==> config.mk <==
export PLATFORM = sky130hd
export DESIGN_NAME = segx_ctrl
export DESIGN_NICKNAME = d
export VERILOG_FILES = /design/src/rtl/segx_ctrl.sv
export SDC_FILE = /design/constraint.sdc
export NUM_CORES = 1
export LEC_CHECK = 0
export ABC_AREA = 1
export BUFFER_PORTS_ARGS = -buffer_cell sky130_fd_sc_hd__buf_2
export CELL_PAD_IN_SITES_DETAIL_PLACEMENT = 0
export CELL_PAD_IN_SITES_GLOBAL_PLACEMENT = 1
export CORE_MARGIN = 2
export CORE_UTILIZATION = 42
export CTS_CLUSTER_SIZE = 16
export DETAILED_ROUTE_END_ITERATION = 8
export PLACE_DENSITY = 0.89
export SLEW_MARGIN = 20
export SYNTH_ARGS = -nofsm -noshare
export SYNTH_HDL_FRONTEND = slang
export SYNTH_SLANG_ARGS = --single-unit
==> constraint.sdc <==
create_clock -name clk -period 6.99 [get_ports clk]
set_clock_uncertainty 0.2 [all_clocks]
set_input_delay 0.699 -clock clk [delete_from_list [all_inputs] [get_ports clk]]
set_output_delay 0.699 -clock clk [all_outputs]
set_load 0.02 [all_outputs]
==> src/rtl/segx_ctrl.sv <==
module segx_ctrl #(
	parameter int NS = 40
) (
	input  logic          clk,
	input  logic          arst_n,
	input  logic          in_valid,
	output logic          in_stall,
	output logic          out_valid,
	input  logic          out_stall,
	output logic [NS-1:0] en
);

	logic [NS-1:0] v_q;

	// a stage advances when it is empty or the next stage advances
	assign en[NS-1] = !v_q[NS-1] || !out_stall;

	for (genvar k = 0; k < NS - 1; k++) begin : g_en
		assign en[k] = !v_q[k] || en[k+1];
	end

	always_ff @(posedge clk or negedge arst_n) begin
		if (!arst_n) begin
			v_q <= '0;
		end else begin
			if (en[0]) begin
				v_q[0] <= in_valid;
			end
			for (int k = 1; k < NS; k++) begin
				if (en[k]) begin
					v_q[k] <= v_q[k-1];
				end
			end
		end
	end

	assign in_stall = !en[0];
	assign out_valid = v_q[NS-1];

endmodule

* After elaboration in Yosys (flattened, before gate mapping) *
Cells that the tools add are included.

storage, ports and cells
  output and inout port bits = 42
  word-level logic and storage cells = 122
  register bits after elaboration = 40
  input bits = 4

operators by class
  reductions and logical operators = 82

operators with widths
  kind              number
  $logic_not 1->1   42
  $logic_or 1x1->1  40

* Logic depth before layout (Yosys ltp) *
Gate-level depths: netlist of run 1.

  depth after elaboration = 42
  depth in mapped cells = 22
  mapped depth without buffers = 22

* Least setup slack after synthesis of run 1 *
OpenSTA, ideal clock, no wires.

  path kind = input to output
  start = input port out_stall
  end = output port in_stall
  arrival = 4.020 ns
  buffers on the path = 0
  data required time = 6.091 ns
  slack = 2.071 ns
  cell stages on the path = 22
  cells stage by stage = nand2_2 > nor2_4 > nand4_4 > nor2_4 > nand4_4 > nor2_4 > nand4_4 > nor2_4 > nand4_4 > nor2_4 > nand4_4 > nor2_4 > nand4_4 > nor2_4 > nand4_4 > nor2_4 > nand4_4 > nor2_4 > nand4_4 > nor2_4 > nand3_2 > inv_1

on the way
  cells in the longest elaborated chain, start to end = 42

ends and longest elaborated chain
  what                           line  source
  from (decl)                    9     input logic out_stall,
  $logic_not 1->1                16    assign en[NS-1] = !v_q[NS-1] || !out_stall;
  $logic_or 1x1->1               16
  $logic_or 1x1->1 (4 in a row)  19    assign en[k] = !v_q[k] || en[k+1];
  via en[35]                     10    output logic [NS-1:0] en
  $logic_or 1x1->1 (4 in a row)  19
  via en[31]                     10
  $logic_or 1x1->1 (4 in a row)  19
  via en[27]                     10
  (+4 left out)                  --
  via en[23]                     10
  (+4 left out)                  --
  via en[19]                     10
  (+4 left out)                  --
  via en[15]                     10
  (+4 left out)                  --
  via en[11]                     10
  $logic_or 1x1->1 (4 in a row)  19
  via en[7]                      10
  $logic_or 1x1->1 (4 in a row)  19
  via en[3]                      10
  $logic_or 1x1->1 (3 in a row)  19
  via en[0]                      10
  $logic_not 1->1                37    assign in_stall = !en[0];
  to (decl)                      7     output logic in_stall,

The timed path passes the listed nets, and every way through them passes these cells.

* Final worst setup path of run 1 *
  start = input port out_stall
  end = output port in_stall

on the way
  cells in the longest elaborated chain, start to end = 42

ends and longest elaborated chain
  what                            line
  $logic_not 1->1                 16
  $logic_or 1x1->1                16
  $logic_or 1x1->1 (39 in a row)  19
  $logic_not 1->1                 37

Every way passes these cells.

==> metrics.log, run 1 <==
INFO  metric finish.net_count = 228
INFO  metric layout_commonest_cell = inv_1
INFO  metric drc_violation_count_after_routing = 0
INFO  metric post_synth_xor_area_fraction = 0%
INFO  metric die-width = 68.84 µm
INFO  metric max_transition_viols_final = 0
INFO  metric synthDominantAreaCellType = dfrtp_1
INFO  metric synth_nets = 176
INFO  metric tns = 0 ns
INFO  metric post_detailed_route_count_of_antenna_violating_nets = 0
INFO  metric finish.instance_area = 0.002146 mm²
INFO  metric pwr_density_cell = 252.8 mW/mm²
INFO  metric dominant_combinational_cell_family_by_area_after_synthesis = simple AND/OR/NAND/NOR gates
INFO  metric rsz0062_at_grt = no
INFO  metric dpl-instance-area = 0.002053 mm²
INFO  metric core_footprint = 0.004029 mm²
INFO  metric drive_gt1_share = 38.67%
INFO  metric synth_compound_area_share = 0%
INFO  metric die-area = roughly 0.0047 mm²
INFO  metric number_of_failing_setup_endpoints_in_the_final_timing_report = 0
INFO  metric seq_total_area_yosys = between 50% and 60%
INFO  metric cap_viol_max_count = 0
INFO  metric adder_cell_share_of_the_synthesized_area = 0%
INFO  metric fillers = 380
INFO  metric clock_path_buffers = 2
INFO  metric largest_reg_flops = 40
INFO  metric via_per_inst = around 4.2
INFO  metric wire_length_of_the_first_global_routing_pass = 4326 µm
INFO  metric setup.worst_path.start_class = input port
INFO  metric area_growth_syn_to_layout = 21.55%
INFO  metric dp.final_hpwl = 2039 µm
INFO  metric dieHeight = between 60 and 70 µm
INFO  metric clk_pin_slew_worst_paths = 0.07 ns
INFO  metric ctsHoldBuffers = 0
INFO  metric tightest_slew = ~0.86 ns
INFO  metric cts_sinks = 40
INFO  metric syn_area_per_cell = roughly 10 µm²
INFO  metric yosysWarnings = 0
INFO  metric synth_largest_type_area_fraction = 56.70%
INFO  metric vias_in_the_first_global_route = 1051
INFO  metric avgRoutedWirePerCell = 9.673 µm
INFO  metric run_status = finished, final reports clean
INFO  metric largest_register = v_q
INFO  metric mostFrequentLayoutCells = inv_1 (50), buf_2 (45), dfrtp_1 (40)
INFO  metric grt_use_total = 12.50%
INFO  metric min_path_type = reg2reg
INFO  metric power.static_leakage = 1.103 nW
INFO  metric post-place-cells = 267
INFO  metric start_util = 43.82%
INFO  metric yosys.cell_types.count = 10
INFO  metric end_kind = output port
INFO  metric clock_insertion_delay_worst_skew = 0.29 ns
INFO  metric grt_max_degree = just over 40
INFO  metric routed-via-count = roughly 1200
INFO  metric timing.fmax = 0.2306 GHz
INFO  metric numPortBuffers = 45
INFO  metric postCtsSetupRepairBufs = 0
INFO  metric ys_seq_elements = 40
INFO  metric global_route_congestion_overflow_total = 0
INFO  metric detail_route.first_pass.iterations = 3
INFO  metric maxSlewHeadroom = 43.00%
INFO  metric ioPinCount = 46
INFO  metric post-route-period-util = 62.04%
INFO  metric drt-total-wl = 2660 µm
INFO  metric irDropWorstVdd = 156.4 µV
INFO  metric path_class = in2out
INFO  metric p_total = 0.0005424 W
INFO  metric antenna_found_initial = 0
INFO  metric fp-row-count = 23
INFO  metric top_regs = v_q x40
INFO  metric worst-endpoint-arrival = 3.44 ns
INFO  metric synth_area = between 0.0015 and 0.002 mm²
INFO  metric crit_path_max_fanout = 4
INFO  metric timing.final.hold_violations = 0
INFO  metric finalCriticalPeriod = 4.336 ns
INFO  metric synth-simple-area-share = between 30% and 40%
INFO  metric post_synth_mux_area_share = 0%
INFO  metric post_cts.resized_instances = 0
INFO  metric utilization = 53.26%
INFO  metric cts_htree_levels = 2
INFO  metric yosys-top-cells-area = dfrtp_1 (57%), nand4_4 (11%), inv_1 (11%)
INFO  metric synth_cells = 172
INFO  metric drt_first_iter_violations = 26
INFO  metric gp_congestion = ~0.64
INFO  metric required = 6.09 ns
INFO  metric cts_buffers = 5
INFO  metric tritoncts = yes
INFO  metric cts.root.buffer_cell = clkbuf_8
INFO  metric antennaDiodeCount = 0
INFO  metric final_cells = between 200 and 300
logic make-up after synthesis:
family                 Yosys count
flip-flops                      40
AND/OR/NAND/NOR                 80
buffers and inverters           52
stage by stage:
stage	setup WS, ns	hold slack (ns)
6_report	2.654	0.2793
3_3_place_gp	2.676	0.2601
5_1_grt	2.367	0.3119
4_1_cts	2.587	0.2800
3_5_place_dp	2.590	0.2617
2_1_floorplan	2.071	0.2034
final timing paths:
path / startpoint / slack, ns / to / cells after the start
setup / recovery: out_stall / 2.65 / in_stall / 24
hold / removal: v_q[38] / 0.28 / v_q[39] / 2
setup reg to reg: v_q[39] / 3.85 / v_q[0] / 22
hold reg to reg: v_q[38] / 0.28 / v_q[39] / 2
max in group asynchronous: arst_n / 5.73 / v_q[14] / 1
min in group asynchronous: arst_n / 0.31 / v_q[34] / 1
power breakdown:
| part | switching [W] | internal (W) | total (W) |
|---|---|---|---|
| Sequential | 0.0000185 | 0.000253 | 0.000271 |
| Combinational | 0.0000768 | 0.0000384 | 0.000115 |
| Clock | 0.0000774 | 0.0000787 | 0.000156 |
worst max-delay path: stages:
cell     delay [ns]
buf_2          0.08
nand2_2        0.07
nor2_4         0.12
nand4_4        0.11
nor2_4         0.13
nand4_4        0.10
nor2_4         0.13
nand4_4        0.10
nor2_4         0.13
nand4_4        0.11
nor2_4         0.13
nand4_4        0.10
nor2_4         0.12
nand4_4        0.11
nor2_4         0.13
nand4_4        0.10
nor2_4         0.16
nand4_4        0.12
nor2_4         0.14
nand4_4        0.11
nor2_4         0.14
nand3_2        0.09
inv_1          0.06
buf_2          0.15
metal layers:
layer  wire length [µm]  share of wire, %  track usage (%)  up-vias
met2               1168                44            18.99       36
met3                201               7.6            4.545        7
met1               1241                47            16.18      507
met5                  0                 0                0        -
met4                 50               1.9            5.147        0
li1                   -                 -                -      600
layout make-up:
cell class	instances	area [µm²]	area share, %
clock buffers	6	82.58	3.848
clock inverters	2	10.01	0.4665
inverters	52	195.2	9.096
multi-input cells	80	569.3	26.53
flip-flops and latches	40	1001	46.65
well taps	50	62.56	2.915
repair buffers	45	225.2	10.50
Yosys cell counts (all sizes together):
library cell,instances
inv,52
dfrtp,40
nand2,37
nor2,22
or2,11
nand4,9
nand3,1
(Power assumes the default switching activity.)
==> inputs of run 2 (changes only) <==
CORE_UTILIZATION = 39   (was 42)
PLACE_DENSITY = 0.83   (was 0.89)
clock period = 4.3 ns   (was 6.99 ns; I/O delays follow)
==> run 2 against run 1 <==
Against the previous run: routed wire length fell by 0.53%; cell area increased by 0.64%; sequential share of layout area shrank 0.24 points; combinational power grew 63%; core utilization decreased by 3.7 points; setup slack lost 2.3 ns; non-clock buffer count unchanged; via count increased by 0.96%; total power rose by 62%; die area up 7.2%; count of clock-buffer cells in the layout up 2.
==> metrics.log, run 2 (synthesis gave the netlist of run 1 again) <==
INFO  metric run_status = finished, final reports clean
INFO  metric die-width = 71.28 µm (+3.6%)
INFO  metric clock_path_buffers = 2 (unchanged)
INFO  metric rsz0062_at_grt = no
INFO  metric crit_slowest_cell = dfrtp_2
INFO  metric top_regs = v_q x40
INFO  metric crit_path_start = v_q[39]
INFO  metric max_transition_viols_final = 0 (unchanged)
INFO  metric gp_congestion = 0.6814 (+5.8%)
INFO  metric utilization = 49.60% (-3.7 points)
INFO  metric setup.worst_path.start_class = register
INFO  metric layout_commonest_cell = inv_1
INFO  metric start_util = 40.55% (-3.3 points)
INFO  metric crit_path_frequent_cell = nor2_4
INFO  metric postCtsSetupRepairBufs = 0 (unchanged)
INFO  metric finish.net_count = 228 (unchanged)
INFO  metric power.switching_fraction = 31.18% (-0.68 points)
INFO  metric tritoncts = yes
INFO  metric path_class = reg2out
INFO  metric core_footprint = 0.004354 mm² (+8.1%)
INFO  metric required = 3.67 ns (-2.42 ns)
INFO  metric drt-total-wl = 2646 µm (-0.53%)
INFO  metric cts_sinks = 40 (unchanged)
INFO  metric pwr_density_cell = 406.4 mW/mm² (+61%)
INFO  metric rr_startpoint = v_q[39]
INFO  metric grt_max_degree = 41 (unchanged)
INFO  metric ioPinCount = 46 (unchanged)
INFO  metric largest_reg_flops = 40 (unchanged)
INFO  metric cts_htree_levels = 2 (unchanged)
INFO  metric post-route-period-util = 91.81%
INFO  metric clock_power_share = 28.4% (-0.4 points)
INFO  metric post-place-cells = 269 (+0.75%)
INFO  metric tightest_slew = 0.8647 ns (+0.009714 ns)
INFO  metric irDropWorstVdd = 213.4 µV (+36%)
INFO  metric vias_in_the_first_global_route = 1056 (+0.48%)
INFO  metric mostFrequentLayoutCells = inv_1 (49), buf_2 (45), dfrtp_1 (39)
INFO  metric min_path_type = in2async
INFO  metric cts.root.buffer_cell = clkbuf_8
INFO  metric power.static_leakage = 1.095 nW (-0.70%)
INFO  metric routed-via-count = 1161 (+0.96%)
INFO  metric p_int = 0.0006040 W (+63%)
INFO  metric timing.final.hold_violations = 0 (unchanged)
INFO  metric pre_cts_slack = 0.4000 ns (-2.190 ns)
INFO  metric wire_length_of_the_first_global_routing_pass = 4581 µm (+5.9%)
INFO  metric clock_insertion_delay_worst_skew = 0.28 ns (about the same)
INFO  metric crit_path_max_incr_delay = 0.38 ns (+0.22 ns)
INFO  metric die-area = 0.005081 mm² (+7.2%)
INFO  metric tns = 0 ns (unchanged)
INFO  metric largest_register = v_q
INFO  metric antenna_found_initial = 0 (unchanged)
INFO  metric timing.critical_path.buf_inv = 2 (-1)
INFO  metric clk_pin_slew_worst_paths = 0.07 ns (about the same)
INFO  metric numPortBuffers = 45 (unchanged)
INFO  metric grt_use_total = 11.65% (-0.85 points)
INFO  metric post_detailed_route_count_of_antenna_violating_nets = 0 (unchanged)
INFO  metric via_per_inst = 4.191 (+0.23%)
INFO  metric post_cts.resized_instances = 0 (unchanged)
INFO  metric p_switching = 0.0002736 W (+58%)
INFO  metric crit_path_max_fanout = 4 (unchanged)
INFO  metric timing.fmax = 0.2533 GHz
INFO  metric end_kind = output port
INFO  metric cts_buffers = 5 (unchanged)
INFO  metric power.share.combinational = 21.3% (about the same)
INFO  metric antennaDiodeCount = 0 (unchanged)
INFO  metric dieHeight = 71.28 µm (+3.6%)
INFO  metric avgRoutedWirePerCell = 9.552 µm (-1.2%)
INFO  metric worst-endpoint-arrival = 3.32 ns (-0.12 ns)
INFO  metric power.share.sequential = 50.4% (+0.4 points)
INFO  metric dp.final_hpwl = 1998 µm (-2.0%)
INFO  metric drive_gt1_share = 38.67% (unchanged)
INFO  metric detail_route.first_pass.iterations = 4 (+1)
INFO  metric number_of_failing_setup_endpoints_in_the_final_timing_report = 0 (unchanged)
INFO  metric critPathTopFamily = simple AND/OR/NAND/NOR gates
INFO  metric global_route_congestion_overflow_total = 0 (unchanged)
INFO  metric final_cells = 277 (+0.73%)
INFO  metric crit_path_cell_trace = nand2_4 > nor2_4 > nand4_4 > nor2_4 > nand4_4 > nor2_4 > nand4_4 > nor2_4 > nand4_4 > nor2_4 > nand4_4 > nor2_4 > nand4_4 > nor2_4 > nand4_4 > nor2_4 > nand4_4 > nor2_4 > nand4_4 > nor2_4 > nand3_4 > inv_2 > buf_2
INFO  metric ctsHoldBuffers = 0 (unchanged)
INFO  metric fp-row-count = 24 (+4.3%)
INFO  metric drc_violation_count_after_routing = 0 (unchanged)
INFO  metric cap_viol_max_count = 0 (unchanged)
INFO  metric drt_first_iter_violations = 21 (-19%)
INFO  metric maxSlewHeadroom = 42.35% (-0.65 points)
INFO  metric fillers = 419 (+10%)
INFO  metric final_critical_path_setup_slack = 0.3522 ns (-2.301 ns)
INFO  metric area_growth_syn_to_layout = 22.32%
INFO  metric finalCriticalPeriod = between 3 and 4 ns
## run 2: cell count changes in the layout (fill, tap and decap cells not counted)
cell	delta
clkbuf_1	+2
nand2_4	+1
inv_1	-1
clkinv_2	-2
dfrtp_2	+1
dfrtp_1	-1
inv_2	+1
nand3_4	+1
nand3_2	-1
nand2_2	-1
## run 2: layout make-up
type	count	area [µm²]	share of cell area (%)
Inverter	52	195.2	9.038
Tap cell	52	65.06	3.013
Timing Repair Buffer	45	225.2	10.43
Clock buffer	8	90.09	4.171
Multi-Input combinational cell	80	581.8	26.94
Sequential cell	40	1002	46.41
## run 2: worst reg2reg max path, stage by stage, from the launching register on
cell and delay [ns]:
dfrtp_2 0.38, nand2_4 0.06, nor2_4 0.11, nand4_4 0.11, nor2_4 0.13, nand4_4 0.10
nor2_4 0.13, nand4_4 0.10, nor2_4 0.13, nand4_4 0.11, nor2_4 0.13, nand4_4 0.10
nor2_4 0.13, nand4_4 0.11, nor2_4 0.13, nand4_4 0.11, nor2_4 0.18, nand4_4 0.12
nor2_4 0.14, nand4_4 0.11, nor2_4 0.15, nand3_4 0.09, nand2_1 0.06
## run 2: power by group through the flow
| stage | logic, W | clock network (W) | registers (W) |
|---|---|---|---|
| after CTS | 0.000191 | 0.000261 | 0.000443 |
| after floorplan | 0.000136 | 0 | 0.000444 |
| after detailed placement | 0.000191 | 0 | 0.000449 |
| final | 0.000187 | 0.000249 | 0.000442 |
| after global routing | 0.000211 | 0.000275 | 0.000446 |
| after global placement | 0.000189 | 0 | 0.000449 |
## run 2: layer usage
metal	track usage (%)	share of wire [%]	vias up	wire, µm
met1	15.45	48	520	1257
li1	-	-	600	-
met3	6.048	8.8	4	234
met4	3.774	1.2	0	33
met2	16.56	42	37	1121
met5	0	0	-	0
## run 2: metrics by stage
stage               hold slack [ns]  instance area (µm²)  total power [W]
finish                      0.05254                 2160        0.0008776
global route                 0.1170                 2160        0.0009310
CTS                         0.08704                 2160        0.0008947
detailed placement           0.2661                 2069        0.0006399
global placement             0.2507                 2069        0.0006375
floorplan                  -0.06559                 1779        0.0005791
## run 2: path summary, 6_finish.rpt
kind	end	slack [ns]	cells after the start
setup reg to reg	v_q[0]	1.14	22
max in group asynchronous	v_q[39]	3.26	1
min in group clk	v_q[0]	0.13	3
hold reg to reg	v_q[39]	0.28	2
hold / removal	v_q[33]	0.05	1
setup / recovery	in_stall	0.35	23
==> inputs of run 3 (changes only) <==
ABC_AREA = default   (was 1)
CORE_UTILIZATION = 40   (was 39)
CTS_CLUSTER_DIAMETER = 30   (was default)
PLACE_DENSITY = 0.84   (was 0.83)
RECOVER_POWER = 25   (was default)
==> run 3 against run 2 <==
Against the previous run: the run now ends with max-capacitance violations, max-slew violations left; area after synthesis increased by 1.8%; routed wire length increased by 37%; flip-flop and latch count unchanged; count of clock-buffer cells in the layout decreased by 2; synthesized cell count decreased by 5.2%.
==> metrics.log, run 3 <==
INFO  metric run_status = finished, violations left
INFO  metric violations_in_the_final_reports = max-capacitance violations, max-slew violations
INFO  metric post_detailed_route_count_of_antenna_violating_nets = 0 (unchanged)
INFO  metric grt_max_degree = 41 (unchanged)
INFO  metric clock_insertion_delay_worst_skew = 0.29 ns (about the same)
INFO  metric numPortBuffers = 45 (unchanged)
INFO  metric tns = 0 ns (unchanged)
INFO  metric area_growth_syn_to_layout = 19.99%
INFO  metric pre_cts_slack = 1.429 ns (+1.029 ns)
INFO  metric detail_route.first_pass.iterations = 4 (unchanged)
INFO  metric largest_register = v_q
INFO  metric timing.fmax = 0.3310 GHz (+31%)
INFO  metric clock_power_share = 37.4% (+9.0 points)
INFO  metric drt-total-wl = 3633 µm (+37%)
INFO  metric dominant_combinational_cell_family_by_area_after_synthesis = simple AND/OR/NAND/NOR gates
INFO  metric whs_path_depth = 2
INFO  metric via_per_inst = 5.540 (+32%)
INFO  metric avgRoutedWirePerCell = 13.92 µm (+46%)
INFO  metric synthDominantAreaCellType = dfrtp_1
INFO  metric mostFrequentLayoutCells = buf_2 (44), dfrtp_1 (40), nand3_1 (14), nand4_1 (14), nand2_1 (13)
INFO  metric post_synth_xor_area_fraction = 0% (unchanged)
INFO  metric die-width = 71.02 µm (-0.36%)
INFO  metric largest_reg_flops = 40 (unchanged)
INFO  metric tightest_slew = 2.070 ns (+1.205 ns)
INFO  metric global_route_congestion_overflow_total = 0 (unchanged)
INFO  metric ioPinCount = 46 (unchanged)
INFO  metric ys_seq_elements = 40 (unchanged)
INFO  metric wire_length_of_the_first_global_routing_pass = 6065 µm (+32%)
INFO  metric seq_total_area_yosys = 55.71% (-0.99 points)
INFO  metric post_cts.resized_instances = 0 (unchanged)
INFO  metric reg2regPathDepth = 6 (-73%)
INFO  metric synth-simple-area-share = 26.46% (-5.8 points)
INFO  metric drt_first_iter_violations = 109 (+420%)
INFO  metric synth_compound_area_share = 13.37% (+13 points)
INFO  metric layout_commonest_cell = buf_2
INFO  metric fp-row-count = 24 (unchanged)
INFO  metric grt_use_total = 15.39% (+3.7 points)
INFO  metric post-place-cells = 253 (-5.9%)
INFO  metric finish.net_count = 212 (-7.0%)
INFO  metric antennaDiodeCount = 0 (unchanged)
INFO  metric worstHoldStart = in_valid
INFO  metric cts_sinks = 40 (unchanged)
INFO  metric power.static_leakage = 0.9313 nW (-15%)
INFO  metric maxSlewHeadroom = -37.99% (-80 points)
INFO  metric synth_area = 0.001797 mm² (+1.8%)
INFO  metric p_total = 0.0007910 W (-9.9%)
INFO  metric p_int = 0.0005997 W (-0.70%)
INFO  metric cap_viol_max_count = 1 (+1)
INFO  metric async_flop_share = 100.0% (unchanged)
INFO  metric start_util = 41.26% (+0.72 points)
INFO  metric syn_area_per_cell = 11.02 µm² (+7.4%)
INFO  metric cts.root.buffer_cell = clkbuf_8
INFO  metric top_regs = v_q x40
INFO  metric final_cells = 261 (-5.8%)
INFO  metric dp.final_hpwl = 2557 µm (+28%)
INFO  metric required = 3.67 ns (about the same)
INFO  metric drc_violation_count_after_routing = 0 (unchanged)
INFO  metric setup.worst_path.start_class = register
INFO  metric gp_congestion = 0.7354 (+7.9%)
INFO  metric rsz0062_at_grt = no
INFO  metric cts_htree_levels = 2 (unchanged)
INFO  metric synth_largest_type_area_fraction = 55.71% (-0.99 points)
INFO  metric worst-endpoint-arrival = 2.39 ns (-0.93 ns)
INFO  metric irDropWorstVdd = 186.0 µV (-13%)
INFO  metric reg2reg_setup_slack = 2.04 ns (+0.90 ns)
INFO  metric max_transition_viols_final = 41 (+41)
INFO  metric clock_path_buffers = 2 (unchanged)
INFO  metric postCtsSetupRepairBufs = 0 (unchanged)
INFO  metric synth_cells = 163 (-5.2%)
INFO  metric core_footprint = 0.004354 mm² (unchanged)
INFO  metric final_critical_path_setup_slack = 1.279 ns (+0.9271 ns)
INFO  metric drive_gt1_share = 33.49% (-5.2 points)
INFO  metric die-area = 0.005044 mm² (-0.73%)
INFO  metric synth_common_cells = dfrtp_1 (40), nand3_1 (14), nand4_1 (14), nand2_1 (13)
INFO  metric cts_buffers = 5 (unchanged)
INFO  metric yosys-top-cells-area = dfrtp_1 (56%), a41o_1 (5.6%), a31o_2 (4.9%)
INFO  metric finish.instance_area = 0.002156 mm² (-0.17%)
INFO  metric vias_in_the_first_global_route = 1283 (+21%)
INFO  metric routed-via-count = 1446 (+25%)
INFO  metric min_path_type = in2reg
INFO  metric postSynth.topFlopCell = dfrtp_1
INFO  metric finalCriticalPeriod = 3.021 ns (-0.9271 ns)
INFO  metric power.share.combinational = 9.5% (-12 points)
INFO  metric yosys.cell_types.count = 26 (+16)
INFO  metric tritoncts = yes
INFO  metric post_synth_mux_area_share = 0% (unchanged)
INFO  metric power.share.sequential = 53.1% (+2.7 points)
INFO  metric path_class = reg2out
INFO  metric timing.final.hold_violations = 0 (unchanged)
INFO  metric power.switching_fraction = 24.18% (-7.0 points)
INFO  metric end_kind = output port
INFO  metric number_of_failing_setup_endpoints_in_the_final_timing_report = 0 (unchanged)
INFO  metric dieHeight = 71.02 µm (-0.36%)
INFO  metric post_synth_edffs = 0 (unchanged)
INFO  metric yosys.cell_count.top_type = dfrtp_1
INFO  metric post-route-period-util = 70.25% (-22 points)
INFO  metric worstHoldEndpoint = v_q[0]
INFO  metric ctsHoldBuffers = 0 (unchanged)
INFO  metric clk_pin_slew_worst_paths = 0.07 ns (about the same)
INFO  metric r2r_end = v_q[13]
INFO  metric synth_nets = 167 (-5.1%)
INFO  metric pwr_density_cell = 366.9 mW/mm² (-9.7%)
INFO  metric antenna_found_initial = 0 (unchanged)
INFO  metric yosysWarnings = 0 (unchanged)
INFO  metric dpl-instance-area = 0.002044 mm² (-1.2%)
INFO  metric rr_startpoint = v_q[39]
INFO  metric adder_cell_share_of_the_synthesized_area = 0% (unchanged)
INFO  metric p_switching = 0.0001912 W (-30%)
INFO  metric crit_path_max_fanout = 18 (+14)
-- run 3: cell count changes after synthesis, moves of 10 or more --
cell,delta
a31o_2,+10
a41o_1,+10
inv_1,-42
nand2_1,-23
nand2b_1,+10
nand3_1,+14
nand4_1,+14
nor2_1,-10
nor2_4,-10
-- run 3: how the worst max path moves through the flow --
| stage | end | slack, ns | from | depth (start not counted) |
|---|---|---|---|---|
| CTS | en[5] | 1.11 | v_q[33] | 5 |
| finish | en[13] | 1.28 | v_q[39] | 7 |
| detailed placement | en[13] | 1.43 | out_stall | 8 |
| floorplan | en[13] | 1.73 | v_q[39] | 7 |
| global placement | en[13] | 1.45 | out_stall | 8 |
| global route | en[14] | 1.04 | v_q[39] | 7 |
-- run 3: power groups by stage --
stage / Clock, W / Combinational (W) / Sequential, W
2_1_floorplan: 0 / 0.0000528 / 0.000422
3_3_place_gp: 0 / 0.0000746 / 0.000426
3_5_place_dp: 0 / 0.0000763 / 0.000427
4_1_cts: 0.000306 / 0.0000767 / 0.000420
5_1_grt: 0.000322 / 0.0000839 / 0.000424
6_report: 0.000296 / 0.0000749 / 0.000420
-- run 3: kinds of logic (layout without fill, tap and decap cells) --
family,after synthesis,count (layout)
compound gates,27,27
buf+inv,16,62
flops,40,40
simple gates,80,80
-- run 3: critical path, cell delays in order, from the launching register on --
cell and delay (ns):
dfrtp_1 0.37, and3_1 0.24, and3_1 0.59, inv_1 0.18, nor3_1 0.21, buf_4 0.22
nand4_1 0.10, buf_2 0.19
-- run 3: layout make-up --
type                       instances  area [µm²]
sequential                        40        1001
tap                               52       65.06
timing repair buffer              46       231.5
multi-input combinational        107       720.7
clock inverter                     2       35.03
fill                             404        2198
inverter                           8       30.03
clock buffer                       6       72.57
-- run 3: layer usage --
layer  global-route usage [%]  routed length (µm)  vias up  share of wire [%]
met2                    23.68                1723       30                 47
met5                        0                   0        -                  0
met1                    20.74                1701      711                 47
met4                    5.031                  40        0                1.1
li1                         -                   -      700                  -
met3                    4.986                 167        5                4.6
-- run 3: stage by stage --
stage	utilization [%]	hold slack [ns]
after floorplan	-	-0.06559
after global placement	46.95	0.2363
after detailed placement	46.95	0.2514
after CTS	49.43	0.07914
after global routing	49.51	0.1201
final	49.51	0.1303
